--- src/sv/soa_pkg.sv ---
// ----------------------------------------------------------------------------
// Slab object allocator package
// Shared types, constants and register codes for the slab object allocator.
// ----------------------------------------------------------------------------
package soa_pkg;

    localparam int MaxSlabs   = 16;
    localparam int MaxObjects = 64;
    localparam int SlabShift  = 16;

    localparam int SlabW  = (MaxSlabs > 1) ? $clog2(MaxSlabs) : 1;
    localparam int ObjW   = (MaxObjects > 1) ? $clog2(MaxObjects) : 1;
    localparam int CntW   = $clog2(MaxObjects + 1);
    localparam int GrownW = $clog2(MaxSlabs + 1);
    localparam int MemW   = SlabW + ObjW;
    localparam int AddrW  = 48;
    localparam int StampW = 64;

    localparam logic [1:0] CLS_UNUSED  = 2'd0;
    localparam logic [1:0] CLS_FREE    = 2'd1;
    localparam logic [1:0] CLS_PARTIAL = 2'd2;
    localparam logic [1:0] CLS_FULL    = 2'd3;

    localparam logic [1:0] ST_OK      = 2'd0;
    localparam logic [1:0] ST_NO_SLAB = 2'd1;
    localparam logic [1:0] ST_BAD     = 2'd2;
    localparam logic [1:0] ST_DOUBLE  = 2'd3;

    localparam logic OP_ALLOC = 1'b0;
    localparam logic OP_FREE  = 1'b1;

    localparam logic [1:0] REG_OBJ_BYTES = 2'd0;
    localparam logic [1:0] REG_OBJ_COUNT = 2'd1;
    localparam logic [1:0] REG_BASE      = 2'd2;

    typedef struct packed {
        logic              operation;
        logic [AddrW-1:0]  free_address;
    } t_in_word;

    typedef struct packed {
        logic [AddrW-1:0]  object_address;
        logic [1:0]        status;
    } t_out_word;

    typedef struct packed {
        logic [12:0]       object_bytes;
        logic [CntW-1:0]   eff_count;
        logic [AddrW-1:0]  region_base;
    } t_cfg;

endpackage

--- src/sv/soa_cfg.sv ---
// ----------------------------------------------------------------------------
// Slab allocator configuration registers
// APB-style register port holding object size, object count and region base.
// ----------------------------------------------------------------------------
module soa_cfg (
    input  logic                i_clk,
    input  logic                i_rst_n,
    input  logic                psel,
    input  logic                penable,
    input  logic                pwrite,
    input  logic [4:0]          paddr,
    input  logic [63:0]         pwdata,
    output logic [63:0]         prdata,
    output logic                pready,
    output soa_pkg::t_cfg       o_cfg
);
    import soa_pkg::*;

    logic [12:0]      r_obj_bytes;
    logic [6:0]       r_obj_count;
    logic [AddrW-1:0] r_base;
    logic             wr;

    assign pready = 1'b1;
    assign wr     = psel && penable && pwrite;

    always_ff @(posedge i_clk) begin
        if (!i_rst_n) begin
            r_obj_bytes <= 13'd64;
            r_obj_count <= 7'd64;
            r_base      <= '0;
        end else if (wr && paddr[2:0] == 3'd0) begin
            unique case (paddr[4:3])
                REG_OBJ_BYTES: r_obj_bytes <= pwdata[12:0];
                REG_OBJ_COUNT: r_obj_count <= pwdata[6:0];
                REG_BASE:      r_base      <= pwdata[AddrW-1:0];
                default: begin
                end
            endcase
        end
    end

    always_comb begin
        prdata = '0;
        unique case (paddr[4:3])
            REG_OBJ_BYTES: prdata = {51'd0, r_obj_bytes};
            REG_OBJ_COUNT: prdata = {57'd0, r_obj_count};
            REG_BASE:      prdata = {16'd0, r_base};
            default:       prdata = '0;
        endcase
    end

    always_comb begin
        o_cfg.object_bytes = r_obj_bytes;
        o_cfg.region_base  = r_base;
        if (r_obj_count == 7'd0)
            o_cfg.eff_count = CntW'(1);
        else if (32'(r_obj_count) > MaxObjects)
            o_cfg.eff_count = CntW'(MaxObjects);
        else
            o_cfg.eff_count = CntW'(r_obj_count);
    end

endmodule

--- config.mk ---
export PLATFORM = sky130hd
export DESIGN_NAME = soa_cfg
export DESIGN_NICKNAME = d
export VERILOG_FILES = /design/src/sv/soa_pkg.sv /design/src/sv/soa_cfg.sv
export SDC_FILE = /design/constraint.sdc
export NUM_CORES = 1
export LEC_CHECK = 0
export ABC_AREA = 1
export BUFFER_PORTS_ARGS = -buffer_cell sky130_fd_sc_hd__buf_2
export CORE_MARGIN = 5
export CORE_UTILIZATION = 35
export DETAILED_ROUTE_END_ITERATION = 8
export PLACE_DENSITY = 0.62
export SYNTH_ARGS = -nofsm -noshare
export SYNTH_HDL_FRONTEND = slang
export SYNTH_SLANG_ARGS = --single-unit
--- constraint.sdc ---
create_clock -name i_clk -period 2.9 [get_ports i_clk]
set_input_delay 0.29 -clock i_clk [delete_from_list [all_inputs] [get_ports i_clk]]
set_output_delay 0.29 -clock i_clk [all_outputs]
set_load 0.02 [all_outputs]
==> results.tsv <==
stage	metric	value	unit
floorplanning	dieArea	13400	um2
sta	tightest_slew	0.806	ns
sta	setup_tns	0	ns
logic_synthesis	ys_types	19	
clock_network	cts_sinks	68	
setup_path	cp-start-kind	input port	
clock_network	postCtsHoldBufs	0	
clock_network	cts_tree	yes	
floorplanning	die-width	116	um
sta	max_freq	0.534	GHz
floorplanning	die_y	116	um
grt	grt_overflow	0	
setup_path	r2r-end	r_obj_count[6]	
placement	port_buffers	173	
drt	drc	0	
hold_path	hp-start	pwdata[6]	
placement	gp_congestion	0.789	
logic_synthesis	yosysTopAreaCell	dfxtp_1	
logic_synthesis	synthTopCellsByArea	dfxtp_1 35%, inv_1 18%, nand2_1 14%, nand4_1 11%, nor2_1 10%	
sta	fin_crit_sh	64.6	%
hold_path	hold_path_end	r_obj_bytes[6]	
pwr	max-vdd-ir-drop	0.000268	V
clock_network	cts-buffers-inserted	9	
grt	gr-usage-all-layers	18.0	%
sta	maxSlewHeadroom	46.2	%
setup_path	arrival	1.58	ns
sta	finClkSkew	0	ns
clock_network	h-tree-depth	3	
logic_synthesis	netlist_area	3930	um2
cells_and_area	antenna_cells	0	
pwr	p_leak	3.01	nW
setup_path	worstSetupEndpointType	output pin	
grt	first_global_vias	3820	
logic_synthesis	synth_warnings	0	
clock_network	clk_latency	0.32	ns
setup_path	r2r_slack	2.21	ns
setup_path	critPathKind	in -> out	
clock_network	clkTransAtPathRegs	0.06	ns
hold_path	hp-class	in -> reg	
sta	post-route-min-period	1.87	ns
sta	finalMaxSlewViolations	0	
setup_path	reg2regPathDepth	2	
pwr	power_density	437	nW/um2
flow_run	cap_violations	0	
grt	grt_start_max_net_pins	49	
cells_and_area	drive_gt1_share	24.9	%
cells_and_area	syn_to_final_growth	30.0	%
clock_network	cts-root-buf	clkbuf_16	
sta	finalSetupViolCount	0	
setup_path	reg2reg_from	r_obj_count[6]	
clock_network	post_cts_buffers	0	
floorplanning	start_util	35.9	%
drt	wl	12.3	mm
hold_path	whs_path_depth	3	
drt	dr_total_vias	4131	
cells_and_area	utilization	46.7	%
grt	antenna_found_initial	0	
sta	rsz0062_at_grt	false	
outcome	outcome	finished, final reports clean	
floorplanning	design.core.area	10900	um2
drt	via_per_inst	4.31	
logic_synthesis	syn_inst	662	
logic_synthesis	yosysSeqAreaShare	34.7	%
sta	hold_viol	0	
logic_synthesis	ys_ff_latch	68	
cells_and_area	fin_nets	887	
clock_network	postCtsResizedCells	0	
drt	post_drt_wl_per_cell	12.8	um
setup_path	cp_max_fo	29	
clock_network	max-clock-path-buffers	2	
floorplanning	rows	38	
placement	dp_hpwl	8.48	mm
floorplanning	io_pins	207	
grt	grt_pass1_wl	19.2	mm
drt	first_iter_violations	233	
logic_synthesis	synth_top_area_share	34.7	%
logic_synthesis	syn_area_per_cell	5.93	um2
drt	ant_nets	0	
drt	firstDrtPassIters	4	
setup_path	required	2.61	ns
## synthesized netlist by cell type
library cell	number
inv_1	186
inv_2	1
conb_1	2
nand4_1	69
o21ai_0	1
dfxtp_1	68
buf_4	17
clkinv_1	1
nor2_1	108
o22ai_1	6
nand3_2	2
nand2_1	147
nor2_2	2
o221ai_1	7
buf_1	5
nand3_1	3
nor2_4	1
buf_2	15
clkbuf_1	21
## state kept, by name, summed over array words and instances (netlist names)
signal,flops
r_obj_count,7
r_obj_bytes,13
r_base,48
## routing by layer
metal  GRT usage (%)  wire length [um]  vias up
met4            4.80               147        0
li1                -                 -     2215
met5               0                 0        -
met1            23.6              5540     1774
met3            4.39               925       11
met2            29.5              5660      131
## cell families (layout without fill, tap and decap cells)
family	after synthesis	after routing	share of synthesized area (%)
buffers and inverters	246	387	25.6
other	2	17	0.191
DFF	68	68	34.7
AOI/OAI and AO/OA	14	14	2.65
and+or+nand+nor	332	332	36.9
## power breakdown
part           internal, mW  total, mW  switching, mW
logic                0.0641      0.217          0.153
clock network         0.662       1.08          0.413
registers             0.938      0.940        0.00205
total                  1.66       2.23          0.568
## cell type report
cell class,count,area (um2)
well taps,140,175
repair buffers,183,953
inverters,188,706
flip-flops and latches,68,1360
clock inverters,5,52.6
fillers,1232,5830
clock buffers,11,233
multi-input cells,363,1620
## placed cells by master (no fill, tap or decap)
cell        count
nor2_2          1
o221ai_1        7
nor2_4          2
buf_2         173
conb_1         17
inv_2           1
bufinv_16       1
clkinvlp_4      1
clkinv_2        3
clkbuf_16       9
nand3_2         2
nand4_1        69
o22ai_1         6
buf_4           9
nand2_2         1
clkinv_1        1
nor2_1        108
nand3_1         3
nand2_1       146
dfxtp_1        68
buf_12          1
o21ai_0         1
clkbuf_1        2
inv_1         186
## stage by stage
step / hold WS [ns] / instances / setup WS (ns) / power, mW / area, um2
CTS: 0.260 / 958 / 0.987 / 2.27 / 5100
finish: 0.272 / 958 / 1.03 / 2.23 / 5100
floorplan: 0.461 / 677 / 1.39 / 1.12 / 3980
global route: 0.295 / 958 / 0.875 / 2.34 / 5100
global placement: 0.492 / 942 / 0.918 / 1.18 / 4820
detailed placement: 0.496 / 942 / 0.916 / 1.18 / 4820
## worst max-delay path by stage
stage                     startpoint              to  slack [ns]  cells after the start
after floorplan             paddr[4]       prdata[2]        1.39                      3
after global placement      paddr[1]  r_obj_bytes[8]        0.92                      7
after detailed placement    paddr[1]  r_obj_bytes[5]        0.92                      7
after CTS                   paddr[3]       prdata[5]        0.99                      6
after global routing        paddr[3]       prdata[5]        0.88                      6
final                       paddr[3]       prdata[0]        1.03                      6
## critical path, cell delays in order
cell and delay, ns:
buf_2 0.11, inv_1 0.05, nand2_2 0.36, buf_4 0.42, o221ai_1 0.16, buf_2 0.18
Note: power is estimated with default switching activity, not from simulation.
